File: src/lbvs_pkg.sv
`default_nettype none

package lbvs_pkg;

   // Defaults for the top-level parameters.
   localparam int MAX_BONES_DEFAULT = 64;
   localparam int FRAC_BITS_DEFAULT = 16;

   // Bone table layout: nine rotation words, then three translation words.
   localparam int WORDS_PER_BONE = 12;
   localparam int TRANS_BASE = 9;
   localparam int ADDR_CALC_W = 16;

   // Datapath widths.
   localparam int WORD_W = 32;
   localparam int NRM_W = 18;
   localparam int WEIGHT_W = 17;
   localparam int BONE_W = 6;
   localparam int WIDX_W = 4;
   localparam int MUL_W = 33;
   localparam int PROD_W = 66;
   localparam int ACC_W = 64;
   localparam int SUM_W = 48;
   localparam int DVD_W = 64;
   localparam int DVS_W = 32;
   localparam int RAD_W = 64;
   localparam int ROOT_W = 32;

   // Stream layout.
   localparam int OP_W = 2;
   localparam int REQ_TDATA_W = 216;
   localparam int RSP_TDATA_W = 192;
   localparam int OFS_BONE = 0;
   localparam int OFS_WIDX = 6;
   localparam int OFS_WVAL = 10;
   localparam int OFS_POS = 42;
   localparam int OFS_NRM = 138;
   localparam int OFS_WEIGHT = 192;
   localparam int CSR_IDX_W = 2;

   typedef enum logic [OP_W-1:0] {
      OP_LOAD      = 2'd0,
      OP_INFLUENCE = 2'd1,
      OP_UNSKINNED = 2'd2
   } op_type;

   typedef enum logic [CSR_IDX_W-1:0] {
      CSR_SCALE_X   = 2'd0,
      CSR_SCALE_Y   = 2'd1,
      CSR_SCALE_Z   = 2'd2,
      CSR_NORMALIZE = 2'd3
   } csr_index_type;

   typedef enum logic [3:0] {
      ST_IDLE,
      ST_INF,
      ST_POS,
      ST_NQ,
      ST_NQ_WAIT,
      ST_SS,
      ST_SQRT,
      ST_ND,
      ST_ND_WAIT,
      ST_EMIT
   } state_type;

   // Saturate a wide signed value to 32 bits.
   function automatic logic signed [31:0] sat32(input logic signed [ACC_W-1:0] x);
      logic signed [31:0] r;
      if (x > 64'sh0000_0000_7FFF_FFFF) begin
         r = 32'sh7FFF_FFFF;
      end else if (x < 64'shFFFF_FFFF_8000_0000) begin
         r = 32'sh8000_0000;
      end else begin
         r = x[31:0];
      end
      return r;
   endfunction

   // Saturate a wide signed value to 48 bits.
   function automatic logic signed [SUM_W-1:0] sat48(input logic signed [ACC_W-1:0] x);
      logic signed [SUM_W-1:0] r;
      if (x > 64'sh0000_7FFF_FFFF_FFFF) begin
         r = 48'sh7FFF_FFFF_FFFF;
      end else if (x < 64'shFFFF_8000_0000_0000) begin
         r = 48'sh8000_0000_0000;
      end else begin
         r = x[SUM_W-1:0];
      end
      return r;
   endfunction

   // Magnitude of a signed 32-bit word.
   function automatic logic [32:0] abs33(input logic signed [31:0] x);
      logic signed [32:0] e;
      e = 33'(x);
      return x[31] ? 33'(-e) : 33'(e);
   endfunction

   // Apply a sign to a quotient magnitude and saturate to 32 bits.
   function automatic logic signed [31:0] sat_quot(input logic neg,
                                                   input logic [DVD_W-1:0] mag);
      logic signed [31:0] r;
      if (neg) begin
         if (mag >= 64'h0000_0000_8000_0000) begin
            r = 32'sh8000_0000;
         end else begin
            r = -$signed(mag[31:0]);
         end
      end else begin
         if (mag > 64'h0000_0000_7FFF_FFFF) begin
            r = 32'sh7FFF_FFFF;
         end else begin
            r = $signed(mag[31:0]);
         end
      end
      return r;
   endfunction

endpackage

`default_nettype wire

File: src/lbvs_div.sv
`default_nettype none

module lbvs_div (
   input  wire logic                     clock,
   input  wire logic                     reset,
   input  wire logic                     start,
   input  wire logic [lbvs_pkg::DVD_W-1:0] dividend,
   input  wire logic [lbvs_pkg::DVS_W-1:0] divisor,
   output logic                          done,
   output logic      [lbvs_pkg::DVD_W-1:0] quotient
);

   localparam int CW = $clog2(lbvs_pkg::DVD_W);

   logic                         busy_ff, busy_in;
   logic                         done_ff, done_in;
   logic [CW-1:0]                cnt_ff, cnt_in;
   logic [lbvs_pkg::DVS_W-1:0]   rem_ff, rem_in;
   logic [lbvs_pkg::DVS_W-1:0]   dvs_ff, dvs_in;
   logic [lbvs_pkg::DVD_W-1:0]   quo_ff, quo_in;
   logic [lbvs_pkg::DVS_W:0]     rem_sh;
   logic [lbvs_pkg::DVS_W:0]     diff;
   logic                         ge;

   // Restoring division, one quotient bit per cycle, magnitudes only.
   always_comb begin
      rem_sh  = {rem_ff, quo_ff[lbvs_pkg::DVD_W-1]};
      diff    = rem_sh - {1'b0, dvs_ff};
      ge      = rem_sh >= {1'b0, dvs_ff};
      busy_in = busy_ff;
      done_in = 1'b0;
      cnt_in  = cnt_ff;
      rem_in  = rem_ff;
      dvs_in  = dvs_ff;
      quo_in  = quo_ff;
      if (start) begin
         busy_in = 1'b1;
         cnt_in  = CW'(lbvs_pkg::DVD_W - 1);
         rem_in  = '0;
         dvs_in  = divisor;
         quo_in  = dividend;
      end else if (busy_ff) begin
         rem_in = ge ? diff[lbvs_pkg::DVS_W-1:0] : rem_sh[lbvs_pkg::DVS_W-1:0];
         quo_in = {quo_ff[lbvs_pkg::DVD_W-2:0], ge};
         cnt_in = cnt_ff - 1'b1;
         if (cnt_ff == '0) begin
            busy_in = 1'b0;
            done_in = 1'b1;
         end
      end
   end

   always_ff @(posedge clock) begin
      if (reset) begin
         busy_ff <= 1'b0;
         done_ff <= 1'b0;
      end else begin
         busy_ff <= busy_in;
         done_ff <= done_in;
      end
      cnt_ff <= cnt_in;
      rem_ff <= rem_in;
      dvs_ff <= dvs_in;
      quo_ff <= quo_in;
   end

   assign done     = done_ff;
   assign quotient = quo_ff;

endmodule

`default_nettype wire

File: config.mk
export PLATFORM = sky130hd
export DESIGN_NAME = lbvs_div
export DESIGN_NICKNAME = d
export VERILOG_FILES = /design/src/lbvs_pkg.sv /design/src/lbvs_div.sv
export SDC_FILE = /design/constraint.sdc
export NUM_CORES = 1
export LEC_CHECK = 0
export BUFFER_PORTS_ARGS = -buffer_cell sky130_fd_sc_hd__buf_2
export CORE_UTILIZATION = 30
export CTS_CLUSTER_SIZE = 24
export DETAILED_ROUTE_END_ITERATION = 12
export PLACE_DENSITY = 0.56
export SETUP_SLACK_MARGIN = 0.5
export SLEW_MARGIN = 5
export SYNTH_ARGS = -nofsm -noshare
export SYNTH_HDL_FRONTEND = slang
export SYNTH_SLANG_ARGS = --single-unit
File: constraint.sdc
create_clock -name clock -period 7.3 [get_ports clock]
set_input_delay 1.46 -clock clock [delete_from_list [all_inputs] [get_ports clock]]
set_output_delay 1.46 -clock clock [all_outputs]
set_load 0.005 [all_outputs]
==> metrics.txt <==
CTS root buf=clkbuf_16; Post-CTS Setup Bufs=0; Post-Syn Area=7330 µm²; PwrDens=250 nW/µm²; ys flop type=edfxtp_1; crit path launch type=flop; CTS tree=yes; Post-synth EDFFs=96; antenna violations before repair=3; total number of vias=5,420; GPL Wtd Cong=0.775; Port Buffers=163; Hold Violations, Final=0; drt first pass iters=4; syn_nets=794; global-route wire length before repair=28.3 mm; Post-synth top cells=96 x edfxtp_1, 66 x nand2_1, 64 x mux2_2; worst-path maximum fanout=30; Post-synth ARST share=0%; fin cells=1,142; clk_lat worst skew=0.43 ns; Max Clock Freq=296 MHz; largest net degree at the start of global routing=68; CP most frequent cell=a21oi_1; First DRT Iteration DRCs=273; CP Data Arrival Time=3.71 ns; Worst Tran Pin Value=1.11 ns; CP Capture Type=flop; area fraction of the dominant cell type after synthesis=39.4%; routed vias/inst=4.75; drt wl/cell=15.5 µm; hold_buf cts=0; Chip Width=158 µm; CTS HTree Levels=4; Reg2Reg Setup Slack=3.93 ns; CP delay by family, top=compound AO/OA/AOI/OAI gates; CTS resizes=0; clock-pin slew on the worst setup and hold paths=0.07 ns; status=finished, final reports clean; NumNets Final=942; Die Ht=158 µm; crit-path cells=inv_1 > ha_1 > a21oi_1 > o21bai_1 > a21o_1 > a31o_2 > a21oi_1 > o211a_1 > a21oi_1 > a311oi_2; cts bufs inserted=17; Setup TNS=0 ns; Placed Cells=1,108; Fillers=2,414; minimum clock period=3.37 ns; die area=25,000 µm²; total global-route track usage=14.7%; layout cell share with drive strength beyond 1=33.9%; CP bufs+invs=1; Final ANT Viol Nets=0; total power=2220 µW; top cells by area, synth=edfxtp_1 39%, dfxtp_1 11%, mux2_2 9.8%, ha_1 5.8%, nand2_1 3.4%; post-synthesis sequential area ratio=50.3%; maxcap violations=0; clock sink total=136; Post-Route WL=17.7 mm; Post-Syn Area per Cell=11.1 µm²; Initial Utilization=30.9%; IO Count=164; number of synthesized register bits=136; count of cell types in the netlist=65; CP Data Required Time=7.64 ns; Critical Path Max Stage Delay=0.97 ns; Worst Hold Class=reg -> reg; core area=23,700 µm²; Yosys Warn Count=0; Pins Over Slew Limit=0; DR DRC count=0; Bufs on Longest Clock Path=2; number of global-route vias before repair=5,453; Lkg Pwr=0.00371 µW; relative slew slack=26.0%; CP max stage cell=o211a_1; Yosys top cell by area=edfxtp_1; class of the most critical setup path=reg -> reg; P&R area growth vs syn=21.5%; DP HPWL=12.3 mm; Row Count=56; final setup fails=0; final period utilization=46.2%; total grt overflow=0; RSZ-0062 raised after global routing=false; Syn Inst Count=660; clk_skew=0.0103 ns; Peak VDD IR=0.124 mV; most frequent cell after synthesis=edfxtp_1
[routing by layer]
metal | up-vias | wire (µm) | global-route usage (%)
li1 | 2733 | - | -
met1 | 2503 | 8060 | 18.4
met2 | 166 | 7750 | 22.7
met3 | 16 | 1570 | 6.29
met4 | 2 | 265 | 4.95
met5 | - | 10 | 0
[worst min-delay path, stage by stage (launching register included)]
cell     delay, ns
dfxtp_1       0.33
nand2_1       0.05
nand3_1       0.06
[cell type report]
type,count,area [µm²],share of cell area [%]
Antenna cell,2,5.00,0.0562
Clock buffer,18,429,4.82
Clock inverter,14,130,1.46
Inverter,43,161,1.81
Multi-Input combinational cell,445,3260,36.6
Sequential cell,136,3680,41.4
Tap cell,319,399,4.48
Timing Repair Buffer,165,833,9.36
[registers in the layout (all words and copies together), names as in the netlist]
register and count:
quotient 64, dvs_ff 32, rem_ff 32, cnt_ff 6
busy_ff 1, done 1
[placed cells by master (no fill, tap or decap), drive strengths merged, types with 7 or more instances in the layout]
master | netlist | routed
a211oi | 11 | 11
a21o | 15 | 15
a21oi | 36 | 36
a311oi | 18 | 18
buf | 17 | 165
clkbuf | 17 | 18
dfxtp | 40 | 40
edfxtp | 96 | 96
ha | 34 | 34
inv | 43 | 52
mux2 | 64 | 64
nand2 | 66 | 66
nand3 | 18 | 18
nor2 | 49 | 49
nor3 | 7 | 7
o21ai | 20 | 20
xnor2 | 17 | 17
xor2 | 8 | 8
[final timing paths]
path / start / end / cells past startpoint
max: dvs_ff[26] / rem_ff[29] / 10
min: cnt_ff[0] / cnt_ff[0] / 2
max reg2reg: dvs_ff[26] / rem_ff[29] / 10
min reg2reg: cnt_ff[0] / cnt_ff[0] / 2
[report_power, final]
| group | internal, µW | switching [µW] |
|---|---|---|
| registers | 911 | 47.3 |
| clock network | 449 | 373 |
| logic | 199 | 243 |
[cells by family after synthesis]
| family | count (synthesis) | share of synthesized area [%] |
|---|---|---|
| flip-flops | 136 | 50.3 |
| adder cells (fa/ha/maj) | 35 | 6.08 |
| AO/OA/AOI/OAI | 143 | 14.1 |
| XOR/XNOR | 25 | 2.99 |
| multiplexers | 66 | 10.1 |
| AND/OR/NAND/NOR | 176 | 11.2 |
| buffers and inverters | 79 | 5.24 |
[stage by stage]
| step | hold WS (ns) | utilization, % | area [µm²] | setup slack, ns |
|---|---|---|---|---|
| after floorplan | 0.444 | - | 7330 | 3.53 |
| after global placement | 0.458 | 35.2 | 8340 | 3.48 |
| after detailed placement | 0.463 | 35.2 | 8340 | 3.49 |
| after CTS | 0.482 | 37.6 | 8900 | 3.90 |
| after global routing | 0.521 | 37.6 | 8900 | 3.65 |
| final | 0.473 | 37.6 | 8900 | 3.93 |
Note: power is estimated with default switching activity, not from simulation.
