**config.mk**
```make
export PLATFORM = sky130hd
export DESIGN_NAME = lbvs_sqrt
export DESIGN_NICKNAME = d
export VERILOG_FILES = /design/src/lbvs_pkg.sv /design/src/lbvs_sqrt.sv
export SDC_FILE = /design/constraint.sdc
export NUM_CORES = 1
export LEC_CHECK = 0
export BUFFER_PORTS_ARGS = -buffer_cell sky130_fd_sc_hd__buf_2
export CAP_MARGIN = 20
export CORE_MARGIN = 2
export CORE_UTILIZATION = 45
export CTS_BUF_LIST = sky130_fd_sc_hd__clkbuf_8
export CTS_CLUSTER_SIZE = 24
export DETAILED_ROUTE_END_ITERATION = 8
export HOLD_SLACK_MARGIN = 0.03
export PLACE_DENSITY = 0.73
export SYNTH_ARGS = -nofsm -noshare
export SYNTH_HDL_FRONTEND = slang
export SYNTH_SLANG_ARGS = --single-unit
```
**constraint.sdc**
```tcl
create_clock -name clock -period 8.2 [get_ports clock]
set_input_delay 0.82 -clock clock [delete_from_list [all_inputs] [get_ports clock]]
set_output_delay 0.82 -clock clock [all_outputs]
set_load 0.03 [all_outputs]
```
**src/lbvs_pkg.sv**
```systemverilog
`default_nettype none

package lbvs_pkg;

   // Defaults for the top-level parameters.
   localparam int MAX_BONES_DEFAULT = 64;
   localparam int FRAC_BITS_DEFAULT = 16;

   // Bone table layout: nine rotation words, then three translation words.
   localparam int WORDS_PER_BONE = 12;
   localparam int TRANS_BASE = 9;
   localparam int ADDR_CALC_W = 16;

   // Datapath widths.
   localparam int WORD_W = 32;
   localparam int NRM_W = 18;
   localparam int WEIGHT_W = 17;
   localparam int BONE_W = 6;
   localparam int WIDX_W = 4;
   localparam int MUL_W = 33;
   localparam int PROD_W = 66;
   localparam int ACC_W = 64;
   localparam int SUM_W = 48;
   localparam int DVD_W = 64;
   localparam int DVS_W = 32;
   localparam int RAD_W = 64;
   localparam int ROOT_W = 32;

   // Stream layout.
   localparam int OP_W = 2;
   localparam int REQ_TDATA_W = 216;
   localparam int RSP_TDATA_W = 192;
   localparam int OFS_BONE = 0;
   localparam int OFS_WIDX = 6;
   localparam int OFS_WVAL = 10;
   localparam int OFS_POS = 42;
   localparam int OFS_NRM = 138;
   localparam int OFS_WEIGHT = 192;
   localparam int CSR_IDX_W = 2;

   typedef enum logic [OP_W-1:0] {
      OP_LOAD      = 2'd0,
      OP_INFLUENCE = 2'd1,
      OP_UNSKINNED = 2'd2
   } op_type;

   typedef enum logic [CSR_IDX_W-1:0] {
      CSR_SCALE_X   = 2'd0,
      CSR_SCALE_Y   = 2'd1,
      CSR_SCALE_Z   = 2'd2,
      CSR_NORMALIZE = 2'd3
   } csr_index_type;

   typedef enum logic [3:0] {
      ST_IDLE,
      ST_INF,
      ST_POS,
      ST_NQ,
      ST_NQ_WAIT,
      ST_SS,
      ST_SQRT,
      ST_ND,
      ST_ND_WAIT,
      ST_EMIT
   } state_type;

   // Saturate a wide signed value to 32 bits.
   function automatic logic signed [31:0] sat32(input logic signed [ACC_W-1:0] x);
      logic signed [31:0] r;
      if (x > 64'sh0000_0000_7FFF_FFFF) begin
         r = 32'sh7FFF_FFFF;
      end else if (x < 64'shFFFF_FFFF_8000_0000) begin
         r = 32'sh8000_0000;
      end else begin
         r = x[31:0];
      end
      return r;
   endfunction

   // Saturate a wide signed value to 48 bits.
   function automatic logic signed [SUM_W-1:0] sat48(input logic signed [ACC_W-1:0] x);
      logic signed [SUM_W-1:0] r;
      if (x > 64'sh0000_7FFF_FFFF_FFFF) begin
         r = 48'sh7FFF_FFFF_FFFF;
      end else if (x < 64'shFFFF_8000_0000_0000) begin
         r = 48'sh8000_0000_0000;
      end else begin
         r = x[SUM_W-1:0];
      end
      return r;
   endfunction

   // Magnitude of a signed 32-bit word.
   function automatic logic [32:0] abs33(input logic signed [31:0] x);
      logic signed [32:0] e;
      e = 33'(x);
      return x[31] ? 33'(-e) : 33'(e);
   endfunction

   // Apply a sign to a quotient magnitude and saturate to 32 bits.
   function automatic logic signed [31:0] sat_quot(input logic neg,
                                                   input logic [DVD_W-1:0] mag);
      logic signed [31:0] r;
      if (neg) begin
         if (mag >= 64'h0000_0000_8000_0000) begin
            r = 32'sh8000_0000;
         end else begin
            r = -$signed(mag[31:0]);
         end
      end else begin
         if (mag > 64'h0000_0000_7FFF_FFFF) begin
            r = 32'sh7FFF_FFFF;
         end else begin
            r = $signed(mag[31:0]);
         end
      end
      return r;
   endfunction

endpackage

`default_nettype wire

```
**src/lbvs_sqrt.sv**
```systemverilog
`default_nettype none

module lbvs_sqrt (
   input  wire logic                      clock,
   input  wire logic                      reset,
   input  wire logic                      start,
   input  wire logic [lbvs_pkg::RAD_W-1:0]  radicand,
   output logic                           done,
   output logic      [lbvs_pkg::ROOT_W-1:0] root
);

   localparam int W = lbvs_pkg::RAD_W;

   logic         busy_ff, busy_in;
   logic         done_ff, done_in;
   logic [W-1:0] x_ff, x_in;
   logic [W-1:0] r_ff, r_in;
   logic [W-1:0] bit_ff, bit_in;
   logic [W-1:0] trial;

   // Digit-by-digit integer square root, two radicand bits per cycle.
   always_comb begin
      trial   = r_ff + bit_ff;
      busy_in = busy_ff;
      done_in = 1'b0;
      x_in    = x_ff;
      r_in    = r_ff;
      bit_in  = bit_ff;
      if (start) begin
         busy_in = 1'b1;
         x_in    = radicand;
         r_in    = '0;
         bit_in  = W'(1) << (W - 2);
      end else if (busy_ff) begin
         if (x_ff >= trial) begin
            x_in = x_ff - trial;
            r_in = (r_ff >> 1) + bit_ff;
         end else begin
            r_in = r_ff >> 1;
         end
         bit_in = bit_ff >> 2;
         if (bit_ff == W'(1)) begin
            busy_in = 1'b0;
            done_in = 1'b1;
         end
      end
   end

   always_ff @(posedge clock) begin
      if (reset) begin
         busy_ff <= 1'b0;
         done_ff <= 1'b0;
      end else begin
         busy_ff <= busy_in;
         done_ff <= done_in;
      end
      x_ff   <= x_in;
      r_ff   <= r_in;
      bit_ff <= bit_in;
   end

   assign done = done_ff;
   assign root = r_ff[lbvs_pkg::ROOT_W-1:0];

endmodule

`default_nettype wire

```
==> run metrics, run 1 <==
status completed; Final Hold Vio Count 0; DRT Wirelength around 47 mm; sequential share of the synthesized area 25.12%; synth-to-layout area growth 5.155%; Tmin final roughly 7.0 ns; clock network power share between 10 and 15%; kind of critical path register to register; post-CTS sizing 0; nature of the critical path endpoint register; die footprint about 36000 um^2; Switching Power around 1.9 mW; R2R depth 21; Post-Syn Area between 15000 and 20000 um^2; Worst VDD drop 146.1 uV; post-CTS setup buffer count 0; switch share a little under half; initial antenna violation count 0; ratio of final minimum period to clock period between 80% and 90%; Clk Latency, worst-skew pair around 0.50 ns; DR iter-0 viols about 1.2k; clock root buffer clkbuf_8; DP HPWL around 35 mm; gpl congestion about 1; Async S/R FF share, synth 0%; YS warnings 0; Internal about 2.2 mW; final setup fails 0; row count 67; Logic pwr share a little under three fifths; layout cells sized above 1 approximately a tenth; Most used DFF post-synth dfxtp_1; Final Max Slew Viols 0; wire length of the first global-routing pass ~74 mm; Initial Util between 40% and 50%; Hold Crit Endpoint busy_ff$_SDFF_PP0_; GRT overflow 0; RSZ-0062 raised after global routing no; 1st-pass router iterations 6; min-delay src reset; post-route DRC violation count 0; Lkg Pwr 6.292 nW; post-route ant nets 0; ant diodes 0; Fmax ~140 MHz; Worst-Margin Slew 1.077 ns; reg2reg end x_ff[46]$_DFFE_PP_; Placed Instance Area between 15000 and 20000 um^2; Setup Skew 0.01996 ns; Synth Register Bits ~160; Clock Tree Buf Depth 2; CP required approximately 8.4 ns; critical path peak fanout between 40 and 50; H-tree depth 4; fin area around 16000 um^2; worst path arrival time 7.22 ns; CTS tree yes; max-cap violations 0; Synth Area per Inst approximately 7.8 um^2; Via-to-Cell Ratio 6.242; Total Nets Final around 2.2k; io pins 100; overall die width 189.4 um; hold path depth 2; Reg2Reg Setup Slack 1.16 ns; syn nets 2182; Die H approximately 190 um; vias in the first global route 14.25k; All-Layer GR Usage between 20% and 30%; cts hold-fix bufs 0; library cells used by synthesis 92; WL/cell 19.28 um; largest net degree at the start of global routing between 100 and 150; FF-to-FF Start bit_ff[0]$_SDFFE_PP0P_; Reg clk slew, reported paths about 0.09 ns; CP startpoint kind register; Slew Limit Headroom a little over a quarter; Post-synth EDFFs between 60 and 70; Total Negative Setup Slacks 0 ns; I/O Buffers slightly below 100; sequential share of power just under 30%; vias 15.13k; P per Cell Area 253.6 nW/um^2; TritonCTS sink count roughly 160; Min-Delay Path Class input port to register; Num CTS Buffers 17; Power, Total between 4 and 5 mW; Core Area around 34000 um^2; Post-Synthesis Cells just under 2k
-- layout by cell type (no fill, tap or decap), types with 8 or more instances in the layout --
cell type	n
nand2_1	250
nor2_1	194
o21ai_0	160
a21oi_1	131
ha_1	130
buf_2	98
dfxtp_1	97
xor2_1	83
xnor2_1	72
a31oi_1	68
edfxtp_1	64
a21o_1	56
nand4_1	51
inv_1	47
mux2i_1	38
a211oi_1	35
nand3_1	30
nor3_1	25
o21bai_1	23
and3_1	20
a311oi_1	20
clkbuf_8	17
or3_1	16
nor2b_1	16
and2_1	15
o211ai_1	13
a31o_2	11
nor4_1	11
o31ai_1	10
o21ai_1	10
a21boi_0	10
nand2b_1	10
a221oi_1	9
o21a_1	8
-- cells in the mapped netlist, types with 20 or more instances --
cell      instances  share of area, %
o21bai_1         23               1.1
ha_1            130                11
a211oi_1         35               1.7
buf_4            35               1.7
buf_2            21              0.68
nand3_1          30              0.97
a21o_1           56               2.7
xor2_1           83               4.7
dfxtp_1          98                13
mux2i_1          38               2.5
clkbuf_1         79               1.9
nand2_1         251               6.1
and3_1           20              0.81
o21ai_0         160               5.2
nand4_1          51               2.1
xnor2_1          72               4.1
a311oi_1         20               1.1
inv_1            42               1.0
edfxtp_1         64                12
a31oi_1          68               2.8
nor2_1          194               4.7
a21oi_1         131               4.2
nor3_1           25              0.81
-- stage by stage --
stage	std cells	hold slack (ns)	setup slack (ns)	util, %
after floorplan	1984	0.4777	1.725	-
after global placement	2392	0.4873	1.565	47.16
after detailed placement	2392	0.4976	1.373	47.16
after CTS	2424	0.4612	1.350	48.24
after global routing	2424	0.4721	0.7703	48.24
final	2424	0.4885	1.162	48.24
-- critical path, cell delays in order (launching register included) --
cell,delay (ns)
dfxtp_1,0.36
ha_1,0.23
ha_1,0.22
a21oi_1,0.28
o21ai_1,0.26
a2111oi_0,1.01
o41ai_2,0.25
a32oi_1,0.40
o41a_1,0.27
o21ba_2,0.21
nor2_1,0.05
o21ai_1,0.15
xor2_1,0.09
ha_1,0.50
nand4_1,0.14
inv_1,0.13
nand4_1,0.19
o21ai_0,0.65
or2_2,0.25
nand2_1,0.10
nand2_2,0.59
buf_12,0.32
-- sequential cells by signal, summed over array words and instances, names as in the netlist --
register and flops:
r_ff 64, x_ff 64, bit_ff 32, busy_ff 1, done 1
-- cell type report --
| type | count | area (um^2) |
|---|---|---|
| clock buffer | 17 | 234.0 |
| clock inverter | 15 | 130.1 |
| fill | 3366 | 17440 |
| inverter | 42 | 157.7 |
| multi-input combinational | 1633 | 10700 |
| sequential | 162 | 3887 |
| tap | 448 | 560.5 |
| timing repair buffer | 107 | 586.8 |
-- layer usage --
metal	track usage [%]	vias up	wire (um)	share of wire, %
li1	-	7244	-	-
met1	32.99	7254	20100	43
met2	43.70	541	22230	48
met3	3.522	92	3098	6.6
met4	8.855	0	1313	2.8
met5	0	-	0	0
-- cell families (layout without fill, tap and decap cells) --
kind of cell	count (synthesis)	in the layout	synth area share (%)
AOI/OAI and AO/OA	638	638	27.25
xor gates and xnor gates	155	155	8.780
muxes	43	43	2.824
and+or+nand+nor	666	666	19.67
DFF	162	162	25.12
buffers and inverters	189	181	5.713
adders and majority gates	131	131	10.65
-- worst max path at each step --
stage	start	to	slack, ns	cells past startpoint
2_1_floorplan	r_ff[26]$_SDFFE_PP0P_	x_ff[0]$_DFFE_PP_	1.72	22
3_3_place_gp	r_ff[0]$_SDFFE_PP0P_	x_ff[62]$_DFFE_PP_	1.57	21
3_5_place_dp	bit_ff[0]$_SDFFE_PP0P_	x_ff[62]$_DFFE_PP_	1.37	21
4_1_cts	bit_ff[0]$_SDFFE_PP0P_	x_ff[46]$_DFFE_PP_	1.35	21
5_1_grt	bit_ff[0]$_SDFFE_PP0P_	x_ff[44]$_DFFE_PP_	0.77	22
6_report	bit_ff[0]$_SDFFE_PP0P_	x_ff[46]$_DFFE_PP_	1.16	21
-- power groups by stage --
stage                     clock network (mW)  logic, mW  registers, mW
after floorplan                            0       1.82           1.13
after global placement                     0       2.23           1.21
after detailed placement                   0       2.27           1.21
after CTS                              0.612       2.28           1.19
after global routing                   0.639       2.55           1.21
final                                  0.601       2.32           1.20
Power figures use the tool's default switching activity.
==> run 2: changes to the inputs <==
--- a/config.mk
+++ b/config.mk
@@ -8,12 +8,12 @@
 export BUFFER_PORTS_ARGS = -buffer_cell sky130_fd_sc_hd__buf_2
 export CAP_MARGIN = 20
 export CORE_MARGIN = 2
-export CORE_UTILIZATION = 45
+export CORE_UTILIZATION = 34
 export CTS_BUF_LIST = sky130_fd_sc_hd__clkbuf_8
 export CTS_CLUSTER_SIZE = 24
 export DETAILED_ROUTE_END_ITERATION = 8
 export HOLD_SLACK_MARGIN = 0.03
-export PLACE_DENSITY = 0.73
+export PLACE_DENSITY = 0.61
 export SYNTH_ARGS = -nofsm -noshare
 export SYNTH_HDL_FRONTEND = slang
 export SYNTH_SLANG_ARGS = --single-unit
==> run metrics, run 2 (same netlist as run 1, synthesis figures left out) <==
wire length of the first global-routing pass 78.72 mm (+5.9%); Critical Path Max Stage Delay 0.87 ns (-0.14 ns); Final Max Slew Viols 0 (unchanged); Stages on worst setup path 20 (-4.8%); Logic pwr share 56.3% (about the same); post-route ant nets 0 (unchanged); Initial Util 34.29% (-12 points); Setup Skew 0.02323 ns (+0.003264 ns); WP buf/inv 2 (unchanged); H-tree depth 4 (unchanged); final setup fails 0 (unchanged); RSZ-0062 raised after global routing no; critical path peak fanout 37 (-9.8%); Regs by FF count r_ff: 64 flops, x_ff: 64 flops, bit_ff: 32 flops; cts hold-fix bufs 0 (unchanged); post-CTS sizing 0 (unchanged); io pins 100 (unchanged); DP HPWL 37.61 mm (+6.4%); row count 78 (+16%); kind of critical path register to register; highest-delay cell along the critical path a2111oi_0; Clock Tree Buf Depth 2 (unchanged); R2R depth 20 (-4.8%); Num CTS Buffers 17 (unchanged); overall die width 217.2 um (+15%); fin area 16490 um^2 (+1.4%); Fmax 136.3 MHz (-4.1%); Total Negative Setup Slacks 0 ns (unchanged); Top Family by Delay on Critical Path compound AO/OA/AOI/OAI gates; clock root buffer clkbuf_8; die footprint 47200 um^2 (+32%); DRT Wirelength 49.30 mm (+5.5%); commonest cells after routing, fill and taps aside 250 x nand2_1, 194 x nor2_1, 160 x o21ai_0; sequential share of power 28.6% (-0.4 points); Power, Total 4.155 mW (+0.76%); TritonCTS sink count 162 (unchanged); worst path arrival time 7.53 ns (+0.31 ns); Tmin final 7.336 ns (+0.2977 ns); CP startpoint kind register; Via-to-Cell Ratio 5.797 (-7.1%); layout cells sized above 1 9.611% (+0.20 points); status completed; Core Area 45090 um^2 (+34%); post-route DRC violation count 0 (unchanged); Clk Latency, worst-skew pair 0.52 ns (+0.02 ns); All-Layer GR Usage 20.85% (-4.7 points); commonest non-fill, non-tap cell in the layout nand2_1; Worst VDD drop 137.4 uV (-6.0%); post-CTS setup buffer count 0 (unchanged); Lkg Pwr 6.302 nW (+0.15%); 1st-pass router iterations 6 (unchanged); WL/cell 19.13 um (-0.78%); CTS tree yes; Internal 2.212 mW (+0.78%); Slew Limit Headroom 33.61% (+7.3 points); vias in the first global route 14.12k (-0.88%); max-cap violations 0 (unchanged); hold path depth 2 (unchanged); Hold Slack 0.4831 ns (-0.005490 ns); nature of the critical path endpoint register; GRT overflow 0 (unchanged); Switching Power 1.943 mW (+0.73%); gpl congestion 0.9195 (-6.3%); P per Cell Area 252.0 nW/um^2 (-0.65%); I/O Buffers 99 (unchanged); initial antenna violation count 0 (unchanged); vias 14.94k (-1.3%); Final Hold Vio Count 0 (unchanged); Placed Instance Area 16080 um^2 (+1.2%); Die H 217.2 um (+15%); Total Nets Final 2163 (+0.093%); switch share 46.77% (about the same); Min-Delay Path Class input port to register; CP required 8.40 ns (+0.02 ns); Reg clk slew, reported paths 0.10 ns (about the same); DR iter-0 viols 1362 (+13%); ant diodes 0 (unchanged); clock network power share 15.1% (+0.5 points); critical-path cell list ha_1 > a31oi_1 > nand2_1 > a2111oi_0 > o41ai_2 > a32oi_1 > o41a_1 > o21ba_2 > nor2_1 > o21ai_1 > xor2_1 > ha_1 > nand4_1 > inv_1 > nand4_1 > a2111oi_4 > or2_2 > nand2_1 > nand2_2 > buf_12; ratio of final minimum period to clock period 89.46% (+3.6 points); synth-to-layout area growth 6.652%; largest net degree at the start of global routing 93 (-38%); Worst-Margin Slew 0.9707 ns (-0.1065 ns)
-- run 2: power by group through the flow --
| stage | Clock, mW | Combinational [mW] | Sequential [mW] |
|---|---|---|---|
| after floorplan | 0 | 1.82 | 1.13 |
| after global placement | 0 | 2.28 | 1.20 |
| after detailed placement | 0 | 2.29 | 1.20 |
| after CTS | 0.642 | 2.30 | 1.19 |
| after global routing | 0.668 | 2.58 | 1.21 |
| final | 0.627 | 2.34 | 1.19 |
-- run 2: through the flow --
stage	cells	utilization, %	setup WS [ns]
2_1_floorplan	1984	-	1.725
3_3_place_gp	2545	35.66	1.137
3_5_place_dp	2545	35.66	0.9232
4_1_cts	2576	36.51	0.8886
5_1_grt	2577	36.57	0.5046
6_report	2577	36.57	0.8643
-- run 2: final cells by class --
type / instances / area (um^2)
Timing Repair Buffer: 109 / 609.3
Multi-Input combinational cell: 1633 / 10700
Sequential cell: 162 / 3887
Inverter: 42 / 157.7
Clock buffer: 18 / 247.7
Tap cell: 600 / 750.7
Clock inverter: 13 / 135.1
Fill cell: 4738 / 28600
-- run 2: path summary, 6_finish.rpt --
kind | slack [ns] | to | startpoint
worst max-delay path | 0.86 | x_ff[56]$_DFFE_PP_ | r_ff[18]$_SDFFE_PP0P_
worst min-delay path | 0.48 | busy_ff$_SDFF_PP0_ | reset
worst max register to register | 0.86 | x_ff[56]$_DFFE_PP_ | r_ff[18]$_SDFFE_PP0P_
worst min register to register | 0.52 | r_ff[0]$_SDFFE_PP0P_ | r_ff[0]$_SDFFE_PP0P_
-- run 2: routing by layer --
metal,up-vias,global-route usage [%],part of all wire [%]
met5,-,0,0
met4,0,4.612,1.4
met3,45,3.201,5.8
met2,475,34.89,47
met1,7144,28.23,46
li1,7275,-,-
